[src/lsne_pkg.sv]
`timescale 1ns / 1ps
`default_nettype none
package lsne_pkg;
    localparam int CHANNELS = 8;
    localparam int SAMPLE_BITS = 12;
    localparam int LEVEL_W = 7;
    localparam int ERR_W = 20;
    localparam int SPAN_W = 12;
    localparam int LOST_W = 10;
    localparam int LIMIT_W = 10;
    localparam int CFG_W = 12;
    localparam int CFG_IDX_W = 2;
    localparam int QDEPTH = 2;

    typedef enum logic [1:0] {
        OP_NORMAL = 2'd0,
        OP_WHITE  = 2'd1,
        OP_BLACK  = 2'd2,
        OP_NONE   = 2'd3
    } op_t;

    localparam logic [CFG_IDX_W-1:0] REG_MIN_SPAN = 2'd0;
    localparam logic [CFG_IDX_W-1:0] REG_LOST = 2'd1;
    localparam logic [CFG_IDX_W-1:0] REG_LIMIT = 2'd2;

    typedef enum logic [2:0] {
        ST_IDLE,
        ST_LEVEL,
        ST_DIV,
        ST_ERR,
        ST_FILT,
        ST_OUT
    } bk_state_t;
endpackage
`default_nettype wire

[src/lsne_if.sv]
`timescale 1ns / 1ps
`default_nettype none
interface lsne_in_if #(parameter int SAMPLE_BITS = lsne_pkg::SAMPLE_BITS);
    logic valid;
    logic ready;
    logic [1:0] operation;
    logic [SAMPLE_BITS-1:0] raw_ch0, raw_ch1, raw_ch2, raw_ch3;
    logic [SAMPLE_BITS-1:0] raw_ch4, raw_ch5, raw_ch6, raw_ch7;
    modport source (output valid, operation, raw_ch0, raw_ch1, raw_ch2, raw_ch3,
        raw_ch4, raw_ch5, raw_ch6, raw_ch7, input ready);
    modport sink (input valid, operation, raw_ch0, raw_ch1, raw_ch2, raw_ch3,
        raw_ch4, raw_ch5, raw_ch6, raw_ch7, output ready);
endinterface

interface lsne_out_if;
    logic valid;
    logic ready;
    logic [6:0] level_ch0, level_ch1, level_ch2, level_ch3;
    logic [6:0] level_ch4, level_ch5, level_ch6, level_ch7;
    logic lost_flag;
    logic signed [19:0] filtered_error;
    modport source (output valid, level_ch0, level_ch1, level_ch2, level_ch3,
        level_ch4, level_ch5, level_ch6, level_ch7, lost_flag, filtered_error,
        input ready);
    modport sink (input valid, level_ch0, level_ch1, level_ch2, level_ch3,
        level_ch4, level_ch5, level_ch6, level_ch7, lost_flag, filtered_error,
        output ready);
endinterface
`default_nettype wire

[src/line_sensor_normalize_and_error_unit.sv]
`timescale 1ns / 1ps
`default_nettype none
// Channel   Dir   Payload
// in_ch     in    operation, raw_ch0..raw_ch7
// out_ch    out   level_ch0..level_ch7, lost_flag, filtered_error
// cfg       in    cfg_we, cfg_index, cfg_data
// A normal word waits in the queue and is popped; each nonzero channel
// level is then divided on the shared 32 bit serial divider, followed by the
// line error division, clamp and filter unless the line is lost; the lost
// flag is set last. A zero channel skips the divider; capture words skip it.
// Reset clears references, levels and the filter. A two-entry queue keeps
// accepting while the engine or a stalled output holds.
module line_sensor_normalize_and_error_unit #(
    parameter int SAMPLE_BITS = lsne_pkg::SAMPLE_BITS
) (
    input  wire logic clk,
    input  wire logic rst_n,
    lsne_in_if.sink    in_ch,
    lsne_out_if.source out_ch,
    input  wire logic                           cfg_we,
    input  wire logic [lsne_pkg::CFG_IDX_W-1:0] cfg_index,
    input  wire logic [lsne_pkg::CFG_W-1:0]     cfg_data
);
    logic [lsne_pkg::SPAN_W-1:0] min_span_reg;
    logic [lsne_pkg::LOST_W-1:0] lost_reg;
    logic [lsne_pkg::LIMIT_W-1:0] limit_reg;
    logic q_valid, pop;
    logic [1:0] q_op;
    logic [lsne_pkg::CHANNELS*SAMPLE_BITS-1:0] q_raw;

    always_ff @(posedge clk or negedge rst_n)
    begin
        if (!rst_n)
        begin
            min_span_reg <= 12'd8;
            lost_reg <= 10'd50;
            limit_reg <= 10'd500;
        end
        else if (cfg_we)
        begin
            case (cfg_index)
                lsne_pkg::REG_MIN_SPAN: min_span_reg <= cfg_data;
                lsne_pkg::REG_LOST: lost_reg <= cfg_data[lsne_pkg::LOST_W-1:0];
                lsne_pkg::REG_LIMIT: limit_reg <= cfg_data[lsne_pkg::LIMIT_W-1:0];
                default: ;
            endcase
        end
    end

    lsne_front #(.SAMPLE_BITS(SAMPLE_BITS)) u_front (
        .clk(clk), .rst_n(rst_n), .in_ch(in_ch), .pop(pop),
        .q_valid(q_valid), .q_op(q_op), .q_raw(q_raw)
    );

    lsne_back #(.SAMPLE_BITS(SAMPLE_BITS)) u_back (
        .clk(clk), .rst_n(rst_n), .q_valid(q_valid), .q_op(q_op), .q_raw(q_raw),
        .pop(pop), .min_span(min_span_reg), .lost_threshold(lost_reg),
        .error_limit(limit_reg), .out_ch(out_ch)
    );

    a_limit: assert property (@(posedge clk) disable iff (!rst_n)
        out_ch.valid |-> (out_ch.level_ch0 <= 7'd100 && out_ch.level_ch7 <= 7'd100))
        else $error("level above 100");
    a_hold: assert property (@(posedge clk) disable iff (!rst_n)
        out_ch.valid && !out_ch.ready |=> $stable(out_ch.filtered_error))
        else $error("result changed while stalled");
    a_lost: assert property (@(posedge clk) disable iff (!rst_n)
        out_ch.valid && out_ch.level_ch0 == 7'd0 && out_ch.level_ch1 == 7'd0 &&
        out_ch.level_ch2 == 7'd0 && out_ch.level_ch3 == 7'd0 &&
        out_ch.level_ch4 == 7'd0 && out_ch.level_ch5 == 7'd0 &&
        out_ch.level_ch6 == 7'd0 && out_ch.level_ch7 == 7'd0 |-> out_ch.lost_flag)
        else $error("zero sum not flagged lost");
endmodule
`default_nettype wire

[src/lsne_divider.sv]
`timescale 1ns / 1ps
`default_nettype none
// Restoring divider, one quotient bit per cycle; unsigned operands.
module lsne_divider #(
    parameter int W = 32
) (
    input  wire logic         clk,
    input  wire logic         rst_n,
    input  wire logic         start,
    input  wire logic [W-1:0] dividend,
    input  wire logic [W-1:0] divisor,
    output logic              done,
    output logic [W-1:0]      quotient
);
    localparam int CW = $clog2(W + 1);
    logic [W-1:0] q_reg, q_next;
    logic [W-1:0] r_reg, r_next;
    logic [W-1:0] d_reg, d_next;
    logic [CW-1:0] cnt_reg, cnt_next;
    logic busy_reg, busy_next;
    logic [W+1:0] trial;

    always_comb
    begin
        q_next = q_reg;
        r_next = r_reg;
        d_next = d_reg;
        cnt_next = cnt_reg;
        busy_next = busy_reg;
        trial = '0;
        done = 1'b0;
        if (start)
        begin
            q_next = dividend;
            r_next = '0;
            d_next = divisor;
            cnt_next = CW'(W);
            busy_next = 1'b1;
        end
        else if (busy_reg)
        begin
            if (cnt_reg == CW'(0))
            begin
                // All quotient bits are in; signal done and hold the result.
                done = 1'b1;
                busy_next = 1'b0;
            end
            else
            begin
                trial = {1'b0, r_reg, q_reg[W-1]} - {2'b00, d_reg};
                if (!trial[W+1])
                begin
                    r_next = trial[W-1:0];
                    q_next = {q_reg[W-2:0], 1'b1};
                end
                else
                begin
                    r_next = {r_reg[W-2:0], q_reg[W-1]};
                    q_next = {q_reg[W-2:0], 1'b0};
                end
                cnt_next = cnt_reg - 1'b1;
            end
        end
    end

    assign quotient = q_reg;

    always_ff @(posedge clk or negedge rst_n)
    begin
        if (!rst_n)
        begin
            busy_reg <= 1'b0;
            cnt_reg <= '0;
        end
        else
        begin
            busy_reg <= busy_next;
            cnt_reg <= cnt_next;
        end
    end

    always_ff @(posedge clk)
    begin
        q_reg <= q_next;
        r_reg <= r_next;
        d_reg <= d_next;
    end
endmodule
`default_nettype wire

[src/lsne_front.sv]
`timescale 1ns / 1ps
`default_nettype none
// Accepts words into a small queue; the back end pops them.
module lsne_front #(
    parameter int SAMPLE_BITS = lsne_pkg::SAMPLE_BITS
) (
    input  wire logic clk,
    input  wire logic rst_n,
    lsne_in_if.sink   in_ch,
    input  wire logic pop,
    output logic      q_valid,
    output logic [1:0] q_op,
    output logic [lsne_pkg::CHANNELS*SAMPLE_BITS-1:0] q_raw
);
    localparam int IW = lsne_pkg::CHANNELS * SAMPLE_BITS + 2;
    logic [IW-1:0] mem_reg [lsne_pkg::QDEPTH];
    logic wp_reg, wp_next, rp_reg, rp_next;
    logic [1:0] cnt_reg, cnt_next;
    logic push;
    logic [IW-1:0] wdata;

    assign in_ch.ready = (cnt_reg != 2'(lsne_pkg::QDEPTH));
    assign push = in_ch.valid && in_ch.ready;
    assign wdata = {in_ch.raw_ch7, in_ch.raw_ch6, in_ch.raw_ch5, in_ch.raw_ch4,
        in_ch.raw_ch3, in_ch.raw_ch2, in_ch.raw_ch1, in_ch.raw_ch0, in_ch.operation};
    assign q_valid = (cnt_reg != 2'd0);
    assign q_op = mem_reg[rp_reg][1:0];
    assign q_raw = mem_reg[rp_reg][IW-1:2];

    always_comb
    begin
        wp_next = wp_reg ^ push;
        rp_next = rp_reg ^ pop;
        cnt_next = cnt_reg + 2'(push) - 2'(pop);
    end

    always_ff @(posedge clk or negedge rst_n)
    begin
        if (!rst_n)
        begin
            wp_reg <= 1'b0;
            rp_reg <= 1'b0;
            cnt_reg <= '0;
        end
        else
        begin
            wp_reg <= wp_next;
            rp_reg <= rp_next;
            cnt_reg <= cnt_next;
        end
    end

    always_ff @(posedge clk)
    begin
        if (push)
        begin
            mem_reg[wp_reg] <= wdata;
        end
    end
endmodule
`default_nettype wire

[src/lsne_back.sv]
`timescale 1ns / 1ps
`default_nettype none
// Sequential engine: up to eight level divisions and at most one error division share one divider.
module lsne_back #(
    parameter int SAMPLE_BITS = lsne_pkg::SAMPLE_BITS
) (
    input  wire logic clk,
    input  wire logic rst_n,
    input  wire logic q_valid,
    input  wire logic [1:0] q_op,
    input  wire logic [lsne_pkg::CHANNELS*SAMPLE_BITS-1:0] q_raw,
    output logic      pop,
    input  wire logic [lsne_pkg::SPAN_W-1:0]  min_span,
    input  wire logic [lsne_pkg::LOST_W-1:0]  lost_threshold,
    input  wire logic [lsne_pkg::LIMIT_W-1:0] error_limit,
    lsne_out_if.source out_ch
);
    localparam int CH = lsne_pkg::CHANNELS;
    localparam int DW = 32;
    // Reciprocal of five scaled by 2**24; exact for magnitudes below 2**22.
    localparam logic [21:0] FIFTH_MUL = 22'd3355444;

    lsne_pkg::bk_state_t st_reg, st_next;
    logic [SAMPLE_BITS-1:0] white_reg [CH];
    logic [SAMPLE_BITS-1:0] black_reg [CH];
    logic [6:0] lvl_reg [CH];
    logic signed [19:0] em_reg, em_next;
    logic [2:0] ch_reg, ch_next;
    logic [CH*SAMPLE_BITS-1:0] raw_reg;
    logic lost_reg, lost_next;
    logic neg_reg, neg_next;
    logic skip_reg, skip_next;
    logic signed [21:0] rawe_reg, rawe_next;
    logic ov_reg, ov_next;

    logic div_start, div_done;
    logic start_d_reg;
    logic [DW-1:0] div_a, div_b, div_q;
    logic [DW-1:0] div_a_reg, div_b_reg;

    lsne_divider #(.W(DW)) u_div (
        .clk(clk), .rst_n(rst_n), .start(start_d_reg), .dividend(div_a_reg),
        .divisor(div_b_reg), .done(div_done), .quotient(div_q)
    );

    logic [SAMPLE_BITS-1:0] raw_c, wh_c, bk_c;
    logic signed [SAMPLE_BITS:0] den_c, num0_c;
    logic [SAMPLE_BITS-1:0] aden_c;
    logic [SAMPLE_BITS:0] anum0_c;
    logic lvl_zero_c;
    logic [9:0] sum_c;
    logic signed [10:0] diff_c;
    logic [9:0] adiff_c;
    logic [19:0] lim_c;
    logic [21:0] mag_c;
    logic signed [23:0] fnum_c;
    logic [23:0] afnum_c;
    logic [45:0] prod5_c;
    logic lost_c;

    function automatic logic [SAMPLE_BITS-1:0] q_raw_sel(
        input logic [CH*SAMPLE_BITS-1:0] v, input logic [2:0] k);
        q_raw_sel = v[k*SAMPLE_BITS +: SAMPLE_BITS];
    endfunction

    always_comb
    begin
        raw_c = q_raw_sel(raw_reg, ch_reg);
        wh_c = white_reg[ch_reg];
        bk_c = black_reg[ch_reg];
        den_c = $signed({1'b0, bk_c}) - $signed({1'b0, wh_c});
        num0_c = $signed({1'b0, raw_c}) - $signed({1'b0, wh_c});
        aden_c = den_c[SAMPLE_BITS] ? SAMPLE_BITS'(-den_c) : den_c[SAMPLE_BITS-1:0];
        anum0_c = num0_c[SAMPLE_BITS] ? (SAMPLE_BITS+1)'(-num0_c) : (SAMPLE_BITS+1)'(num0_c);
        lvl_zero_c = (aden_c == '0) || ({{(lsne_pkg::SPAN_W){1'b0}}, aden_c} <
            {{SAMPLE_BITS{1'b0}}, min_span}) || (num0_c == '0) ||
            (num0_c[SAMPLE_BITS] != den_c[SAMPLE_BITS]);
        sum_c = '0;
        for (int i = 0; i < CH; i++)
        begin
            sum_c = sum_c + 10'(lvl_reg[i]);
        end
        diff_c = $signed({1'b0, 10'(5 * lvl_reg[0] + 4 * lvl_reg[1])})
            - $signed({1'b0, 10'(5 * lvl_reg[7] + 4 * lvl_reg[6])});
        adiff_c = diff_c[10] ? 10'(-diff_c) : diff_c[9:0];
        lost_c = (sum_c == '0) || (sum_c < lost_threshold);
        lim_c = (error_limit > 10'd511) ? 20'd524287 : {error_limit, 10'd0};
        mag_c = rawe_reg[21] ? 22'(-rawe_reg) : 22'(rawe_reg);
        fnum_c = 24'(rawe_reg) * 24'sd4 + 24'(em_reg);
        afnum_c = fnum_c[23] ? 24'(-fnum_c) : 24'(fnum_c);
        prod5_c = 46'(afnum_c) * 46'(FIFTH_MUL);
    end

    logic lvl_we;
    logic [6:0] lvl_wd;

    always_comb
    begin
        st_next = st_reg;
        ch_next = ch_reg;
        em_next = em_reg;
        lost_next = lost_reg;
        neg_next = neg_reg;
        skip_next = skip_reg;
        rawe_next = rawe_reg;
        ov_next = ov_reg;
        pop = 1'b0;
        div_start = 1'b0;
        div_a = div_a_reg;
        div_b = div_b_reg;
        lvl_we = 1'b0;
        lvl_wd = '0;
        case (st_reg)
            lsne_pkg::ST_IDLE:
            begin
                if (q_valid && !ov_reg)
                begin
                    pop = 1'b1;
                    ch_next = '0;
                    st_next = (q_op == lsne_pkg::OP_NORMAL) ? lsne_pkg::ST_LEVEL
                        : lsne_pkg::ST_FILT;
                    skip_next = 1'b1;
                end
            end
            lsne_pkg::ST_LEVEL:
            begin
                if (!skip_reg && div_done)
                begin
                    lvl_we = 1'b1;
                    lvl_wd = (div_q > DW'(100)) ? 7'd100 : div_q[6:0];
                    ch_next = ch_reg + 3'd1;
                    skip_next = 1'b1;
                    if (ch_reg == 3'(CH - 1))
                    begin
                        st_next = lsne_pkg::ST_DIV;
                    end
                end
                else if (skip_reg)
                begin
                    if (lvl_zero_c)
                    begin
                        lvl_we = 1'b1;
                        lvl_wd = '0;
                        ch_next = ch_reg + 3'd1;
                        if (ch_reg == 3'(CH - 1))
                        begin
                            st_next = lsne_pkg::ST_DIV;
                        end
                    end
                    else
                    begin
                        div_a = DW'(anum0_c) * DW'(100);
                        div_b = DW'(aden_c);
                        div_start = 1'b1;
                        skip_next = 1'b0;
                    end
                end
            end
            lsne_pkg::ST_DIV:
            begin
                if (skip_reg)
                begin
                    if (lost_c)
                    begin
                        st_next = lsne_pkg::ST_FILT;
                    end
                    else
                    begin
                        neg_next = diff_c[10];
                        div_a = DW'(adiff_c) * DW'(358400);
                        div_b = DW'(sum_c);
                        div_start = 1'b1;
                        skip_next = 1'b0;
                    end
                end
                else if (div_done)
                begin
                    if (div_q > DW'(lim_c))
                    begin
                        rawe_next = neg_reg ? -22'sd0 - 22'(lim_c) : 22'(lim_c);
                    end
                    else
                    begin
                        rawe_next = neg_reg ? -$signed(22'(div_q)) : $signed(22'(div_q));
                    end
                    st_next = lsne_pkg::ST_ERR;
                end
            end
            lsne_pkg::ST_ERR:
            begin
                if (26'(mag_c) * 26'd7 < 26'd15360)
                begin
                    rawe_next = '0;
                end
                st_next = lsne_pkg::ST_OUT;
                skip_next = 1'b1;
            end
            lsne_pkg::ST_OUT:
            begin
                // Divide by five on the magnitude so the result truncates toward zero.
                em_next = fnum_c[23] ? -$signed(prod5_c[43:24]) : $signed(prod5_c[43:24]);
                st_next = lsne_pkg::ST_FILT;
            end
            lsne_pkg::ST_FILT:
            begin
                lost_next = lost_c;
                ov_next = 1'b1;
                st_next = lsne_pkg::ST_IDLE;
            end
            default:
            begin
                st_next = lsne_pkg::ST_IDLE;
            end
        endcase
        if (ov_reg && out_ch.ready)
        begin
            ov_next = 1'b0;
        end
    end

    always_ff @(posedge clk or negedge rst_n)
    begin
        if (!rst_n)
        begin
            st_reg <= lsne_pkg::ST_IDLE;
            ov_reg <= 1'b0;
            em_reg <= '0;
            for (int i = 0; i < CH; i++)
            begin
                white_reg[i] <= '0;
                black_reg[i] <= '0;
                lvl_reg[i] <= '0;
            end
        end
        else
        begin
            st_reg <= st_next;
            ov_reg <= ov_next;
            em_reg <= em_next;
            if (pop && q_op == lsne_pkg::OP_WHITE)
            begin
                for (int i = 0; i < CH; i++)
                begin
                    white_reg[i] <= q_raw[i*SAMPLE_BITS +: SAMPLE_BITS];
                end
            end
            if (pop && q_op == lsne_pkg::OP_BLACK)
            begin
                for (int i = 0; i < CH; i++)
                begin
                    black_reg[i] <= q_raw[i*SAMPLE_BITS +: SAMPLE_BITS];
                end
            end
            if (lvl_we)
            begin
                lvl_reg[ch_reg] <= lvl_wd;
            end
        end
    end

    always_ff @(posedge clk)
    begin
        ch_reg <= ch_next;
        lost_reg <= lost_next;
        neg_reg <= neg_next;
        skip_reg <= skip_next;
        rawe_reg <= rawe_next;
        div_a_reg <= div_a;
        div_b_reg <= div_b;
        if (pop)
        begin
            raw_reg <= q_raw;
        end
    end

    // The divider operands are registered, so start is registered as well to match them.
    always_ff @(posedge clk or negedge rst_n)
    begin
        if (!rst_n)
        begin
            start_d_reg <= 1'b0;
        end
        else
        begin
            start_d_reg <= div_start;
        end
    end

    assign out_ch.valid = ov_reg;
    assign out_ch.level_ch0 = lvl_reg[0];
    assign out_ch.level_ch1 = lvl_reg[1];
    assign out_ch.level_ch2 = lvl_reg[2];
    assign out_ch.level_ch3 = lvl_reg[3];
    assign out_ch.level_ch4 = lvl_reg[4];
    assign out_ch.level_ch5 = lvl_reg[5];
    assign out_ch.level_ch6 = lvl_reg[6];
    assign out_ch.level_ch7 = lvl_reg[7];
    assign out_ch.lost_flag = lost_reg;
    assign out_ch.filtered_error = em_reg;
endmodule
`default_nettype wire
[src/flat_wrapper.sv]
// flat-port wrapper written by rule: the top's interface ports become plain ports
module line_sensor_normalize_and_error_unit_flat 
#(
    parameter int SAMPLE_BITS = lsne_pkg::SAMPLE_BITS
)
  (clk, rst_n, cfg_we, cfg_index, cfg_data, in_ch_valid, in_ch_operation, in_ch_raw_ch0, in_ch_raw_ch1, in_ch_raw_ch2, in_ch_raw_ch3, in_ch_raw_ch4, in_ch_raw_ch5, in_ch_raw_ch6, in_ch_raw_ch7, in_ch_ready, out_ch_valid, out_ch_level_ch0, out_ch_level_ch1, out_ch_level_ch2, out_ch_level_ch3, out_ch_level_ch4, out_ch_level_ch5, out_ch_level_ch6, out_ch_level_ch7, out_ch_lost_flag, out_ch_filtered_error, out_ch_ready);
  lsne_in_if #(.SAMPLE_BITS(SAMPLE_BITS)) in_ch_i ();
  lsne_out_if out_ch_i ();
  input  wire logic clk;
  input  wire logic rst_n;
  input  wire logic cfg_we;
  input  wire logic [lsne_pkg::CFG_IDX_W-1:0] cfg_index;
  input  wire logic [lsne_pkg::CFG_W-1:0] cfg_data;
  input wire logic [$bits(in_ch_i.valid)-1:0] in_ch_valid;
  input wire logic [$bits(in_ch_i.operation)-1:0] in_ch_operation;
  input wire logic [$bits(in_ch_i.raw_ch0)-1:0] in_ch_raw_ch0;
  input wire logic [$bits(in_ch_i.raw_ch1)-1:0] in_ch_raw_ch1;
  input wire logic [$bits(in_ch_i.raw_ch2)-1:0] in_ch_raw_ch2;
  input wire logic [$bits(in_ch_i.raw_ch3)-1:0] in_ch_raw_ch3;
  input wire logic [$bits(in_ch_i.raw_ch4)-1:0] in_ch_raw_ch4;
  input wire logic [$bits(in_ch_i.raw_ch5)-1:0] in_ch_raw_ch5;
  input wire logic [$bits(in_ch_i.raw_ch6)-1:0] in_ch_raw_ch6;
  input wire logic [$bits(in_ch_i.raw_ch7)-1:0] in_ch_raw_ch7;
  output wire logic [$bits(in_ch_i.ready)-1:0] in_ch_ready;
  output wire logic [$bits(out_ch_i.valid)-1:0] out_ch_valid;
  output wire logic [$bits(out_ch_i.level_ch0)-1:0] out_ch_level_ch0;
  output wire logic [$bits(out_ch_i.level_ch1)-1:0] out_ch_level_ch1;
  output wire logic [$bits(out_ch_i.level_ch2)-1:0] out_ch_level_ch2;
  output wire logic [$bits(out_ch_i.level_ch3)-1:0] out_ch_level_ch3;
  output wire logic [$bits(out_ch_i.level_ch4)-1:0] out_ch_level_ch4;
  output wire logic [$bits(out_ch_i.level_ch5)-1:0] out_ch_level_ch5;
  output wire logic [$bits(out_ch_i.level_ch6)-1:0] out_ch_level_ch6;
  output wire logic [$bits(out_ch_i.level_ch7)-1:0] out_ch_level_ch7;
  output wire logic [$bits(out_ch_i.lost_flag)-1:0] out_ch_lost_flag;
  output wire logic [$bits(out_ch_i.filtered_error)-1:0] out_ch_filtered_error;
  input wire logic [$bits(out_ch_i.ready)-1:0] out_ch_ready;
  assign in_ch_i.valid = in_ch_valid;
  assign in_ch_i.operation = in_ch_operation;
  assign in_ch_i.raw_ch0 = in_ch_raw_ch0;
  assign in_ch_i.raw_ch1 = in_ch_raw_ch1;
  assign in_ch_i.raw_ch2 = in_ch_raw_ch2;
  assign in_ch_i.raw_ch3 = in_ch_raw_ch3;
  assign in_ch_i.raw_ch4 = in_ch_raw_ch4;
  assign in_ch_i.raw_ch5 = in_ch_raw_ch5;
  assign in_ch_i.raw_ch6 = in_ch_raw_ch6;
  assign in_ch_i.raw_ch7 = in_ch_raw_ch7;
  assign in_ch_ready = in_ch_i.ready;
  assign out_ch_valid = out_ch_i.valid;
  assign out_ch_level_ch0 = out_ch_i.level_ch0;
  assign out_ch_level_ch1 = out_ch_i.level_ch1;
  assign out_ch_level_ch2 = out_ch_i.level_ch2;
  assign out_ch_level_ch3 = out_ch_i.level_ch3;
  assign out_ch_level_ch4 = out_ch_i.level_ch4;
  assign out_ch_level_ch5 = out_ch_i.level_ch5;
  assign out_ch_level_ch6 = out_ch_i.level_ch6;
  assign out_ch_level_ch7 = out_ch_i.level_ch7;
  assign out_ch_lost_flag = out_ch_i.lost_flag;
  assign out_ch_filtered_error = out_ch_i.filtered_error;
  assign out_ch_i.ready = out_ch_ready;
  line_sensor_normalize_and_error_unit #(.SAMPLE_BITS(SAMPLE_BITS)) u_core (.clk(clk), .rst_n(rst_n), .in_ch(in_ch_i), .out_ch(out_ch_i), .cfg_we(cfg_we), .cfg_index(cfg_index), .cfg_data(cfg_data));
endmodule
[config.mk]
export PLATFORM = sky130hd
export DESIGN_NAME = line_sensor_normalize_and_error_unit_flat
export DESIGN_NICKNAME = d
export VERILOG_FILES = /design/src/lsne_pkg.sv /design/src/lsne_if.sv /design/src/line_sensor_normalize_and_error_unit.sv /design/src/lsne_divider.sv /design/src/lsne_front.sv /design/src/lsne_back.sv /design/src/flat_wrapper.sv
export SDC_FILE = /design/constraint.sdc
export NUM_CORES = 2
export LEC_CHECK = 0
export CAP_MARGIN = 30
export CORE_AREA = 2 2 329 331
export CTS_CLUSTER_DIAMETER = 200
export CTS_CLUSTER_SIZE = 40
export DETAILED_ROUTE_END_ITERATION = 6
export DIE_AREA = 0 0 331 333
export DONT_BUFFER_PORTS = 1
export GPL_TIMING_DRIVEN = 0
export PLACE_DENSITY = 0.62
export SKIP_LAST_GASP = 1
export SYNTH_ARGS = -nofsm -noshare
export SYNTH_HDL_FRONTEND = slang
export SYNTH_HIERARCHICAL = 1
export SYNTH_SLANG_ARGS = --single-unit
[constraint.sdc]
create_clock -name clk -period 10.8 [get_ports clk]
set_clock_uncertainty 0.1 [all_clocks]
set_input_delay 0.54 -clock clk [delete_from_list [all_inputs] [get_ports clk]]
set_output_delay 0.54 -clock clk [all_outputs]
set_load 0.005 [all_outputs]
==> run metrics <==
kind of critical path=flop to flop; WL met1=between 50000 and 60000 um; H-tree depth=1; PortBufs=0; Cell Area, Placed=~0.056 mm^2; Highest Signal Layer=met4; Final GP Congestion=about 0.92; Tcrit/Tclk final=between 90% and 100%; Yosys top cell area share=a little under a quarter; Cells after Synth=around 4700; via count=36346; worst skew pair latency=~0.67 ns; Routed Antenna Nets=0; clock-pin slew on the worst setup and hold paths=between 0.15 and 0.2 ns; Layout area overhead=9.99%; clock sink count=771; Clock Tree Buf Depth=3; initial DRC count=between 2000 and 3000; final non-filler cell area=about 0.058 mm^2; Die Wd=331 um; ys flop type=edfxtp_1; post-synthesis sequential area ratio=about 40%; fraction of registers with async set/reset=between 40% and 50%; die area=approximately 0.11 mm^2; Starting Density=49.7%; DR WL met2=70500 um; CTS tree=built; final hold violations=0; met3 WL=about 6600 um; vias per inst=roughly 5.7; number of synthesized flops with an enable pin=423; initial antenna violation count=5; CP max FO=5; DR DRC count=0; # rows=120; Detailed Place HPWL=between 100000 and 150000 um; crit path max-delay cell type=fa_2; Inserted Clock Buffers=23; number of global-route vias before repair=36715; arrival time at the worst endpoint=10.94 ns; Yosys top cell by area=edfxtp_1; Crit path required time=between 10 and 15 ns; core area=about 0.11 mm^2; WL/cell=~22 um; worst min path class=input pin to flop; first-pass GRT wire length=approximately 220000 um; Worst-Margin Slew=between 1 and 1.5 ns; main area contributors after synthesis=edfxtp_1 (24%), dfrtp_1 (14%), ha_1 (12%); outcome=finished, final reports clean; max reg flops=between 150 and 200; # setup viols final=0; fin. max-slew vios=0; min Tclk post-route=approximately 11 ns; cell area after synthesis=approximately 0.053 mm^2; Slew HR=23.0%; CP max stage delay=slightly above 0.6 ns; largest net degree at the start of global routing=~320; Congestion Overflow GR=0; fmax=0.0952 GHz; crit path capture type=flop; Synth cell types=around 110; MaxCap Viol Count=0; final wirelength=around 140000 um; clock root buffer=clkbuf_16; CP Launch Type=flop; synthesized area per cell=11.3 um^2; Ys Warns=6; All-Layer GR Usage=between 20% and 30%; share of post-route cells with drive strength above 1=about an eighth; flops & latches, synth=around 770; nets@finish=between 5000 and 6000; DRT Pass-1 Iters=5; number of I/O pins=196; DIE HEIGHT=approximately 330 um; fillcell total=a little over 9000
[critical path: cells and delay by family, from the launching register on]
family | cells | cell delay [ns]
AOI/OAI and AO/OA | 12 | 2.37
xor gates and xnor gates | 2 | 0.38
adders and majority gates | 10 | 4.42
buffers and inverters | 7 | 0.62
DFF | 1 | 0.44
and+or+nand+nor | 7 | 2.03
[final timing paths]
kind / startpoint / endpoint / slack, ns / depth (start not counted)
min in group asynchronous: rst_n / u_core/u_back/out_ch.filtered_error[16] / 0.27 / 2
hold reg to reg: u_core/u_back/div_b_reg[6] / u_core/u_back/u_div/d_reg[6] / 0.32 / 0
hold / removal: in_ch_valid / u_core/u_front/cnt_reg[1] / 0.06 / 3
max in group asynchronous: rst_n / u_core/u_back/black_reg[89] / 8.69 / 4
setup / recovery: u_core/u_back/rawe_reg[0] / u_core/u_back/out_ch.filtered_error[18] / 0.30 / 38
setup reg to reg: u_core/u_back/rawe_reg[0] / u_core/u_back/out_ch.filtered_error[18] / 0.30 / 38
[layout by cell type, fill, tap and decap left out, types with 31 or more instances in the layout]
cell | Yosys | routed
nor2_1 | 180 | 176
edfxtp_1 | 423 | 423
dfrtp_1 | 306 | 302
a21oi_1 | 195 | 188
fa_1 | 289 | 288
clkbuf_1 | 115 | 126
nand4_1 | 39 | 39
a22oi_1 | 121 | 120
nand3_1 | 42 | 41
mux2_2 | 345 | 345
a21o_1 | 92 | 92
xor2_1 | 83 | 68
o21a_1 | 35 | 35
nor3_1 | 47 | 44
and3_1 | 33 | 31
o21ai_0 | 187 | 183
dlygate4sd3_1 | 0 | 112
ha_1 | 497 | 480
dfxtp_1 | 32 | 32
inv_1 | 633 | 633
buf_4 | 2 | 60
o21ai_1 | 63 | 64
nand2_1 | 229 | 227
xnor2_1 | 167 | 160
[per-layer routing]
metal,vias up,track usage [%]
met5,-,0
met4,0,9.97
met3,230,2.09
met2,974,44.8
met1,18137,33.9
li1,17005,-
[timing repair]
action,CTS,global route
pin swaps,4,11
gates resized for setup,36,77
hold buffers,112,1
hold endpoints to repair,545,38
setup endpoints to repair,19,20
buffers inserted,23,26
[cell type report]
cell class                 instances  area (um^2)  share of cell area [%]
sequential                       771        21300                    36.5
timing repair buffer             207         2140                    3.68
clock buffer                      40          639                    1.10
inverter                         633         2380                    4.07
tap                             1403         1760                    3.01
multi-input combinational       3172        29400                    50.4
clock inverter                     2         50.0                  0.0858
buffer                           146          661                    1.13
antenna                            4         10.0                  0.0172
[synth_stat cells (all sizes together), types with 30 or more instances]
cell type  count
a21o          93
o21ai        251
nor2         180
xnor2        167
nand2        229
nand4         39
fa           289
and3          33
ha           497
clkbuf       115
dfrtp        306
a21oi        200
o21a          35
inv          633
xor2          83
nor3          48
edfxtp       423
buf           35
dfxtp         32
a22oi        121
o21bai        30
nand3         43
mux2         356
[logic make-up (layout without fill, tap and decap cells)]
kind of cell,after synthesis,count (layout),share of synthesized area (%)
other cells,2,30,0.0142
flops,771,771,40.1
mux,374,374,8.00
fa+ha+maj,786,786,22.6
simple gates,762,762,7.14
compound gates,974,974,12.2
xor+xnor,250,250,4.13
buf+inv,783,1028,5.73
[through the flow]
stage          instances  hold WS (ns)  utilization [%]  TNS [ns]  setup slack (ns)
3_3_place_gp        6129         0.162             51.5  -1356.63             -6.80
3_5_place_dp        6171         0.161             52.1    -18.07             -1.40
2_1_floorplan       4726         0.144                -         0             0.846
5_1_grt             6377        0.0336             54.7    -0.196            -0.105
4_1_cts             6345        0.0253             54.1         0            0.0279
6_report            6378        0.0617             54.7         0             0.297
Power is left out: the tool's default activity adds up to more than one toggle a clock period on the data nets, which glitch-free logic cannot reach.
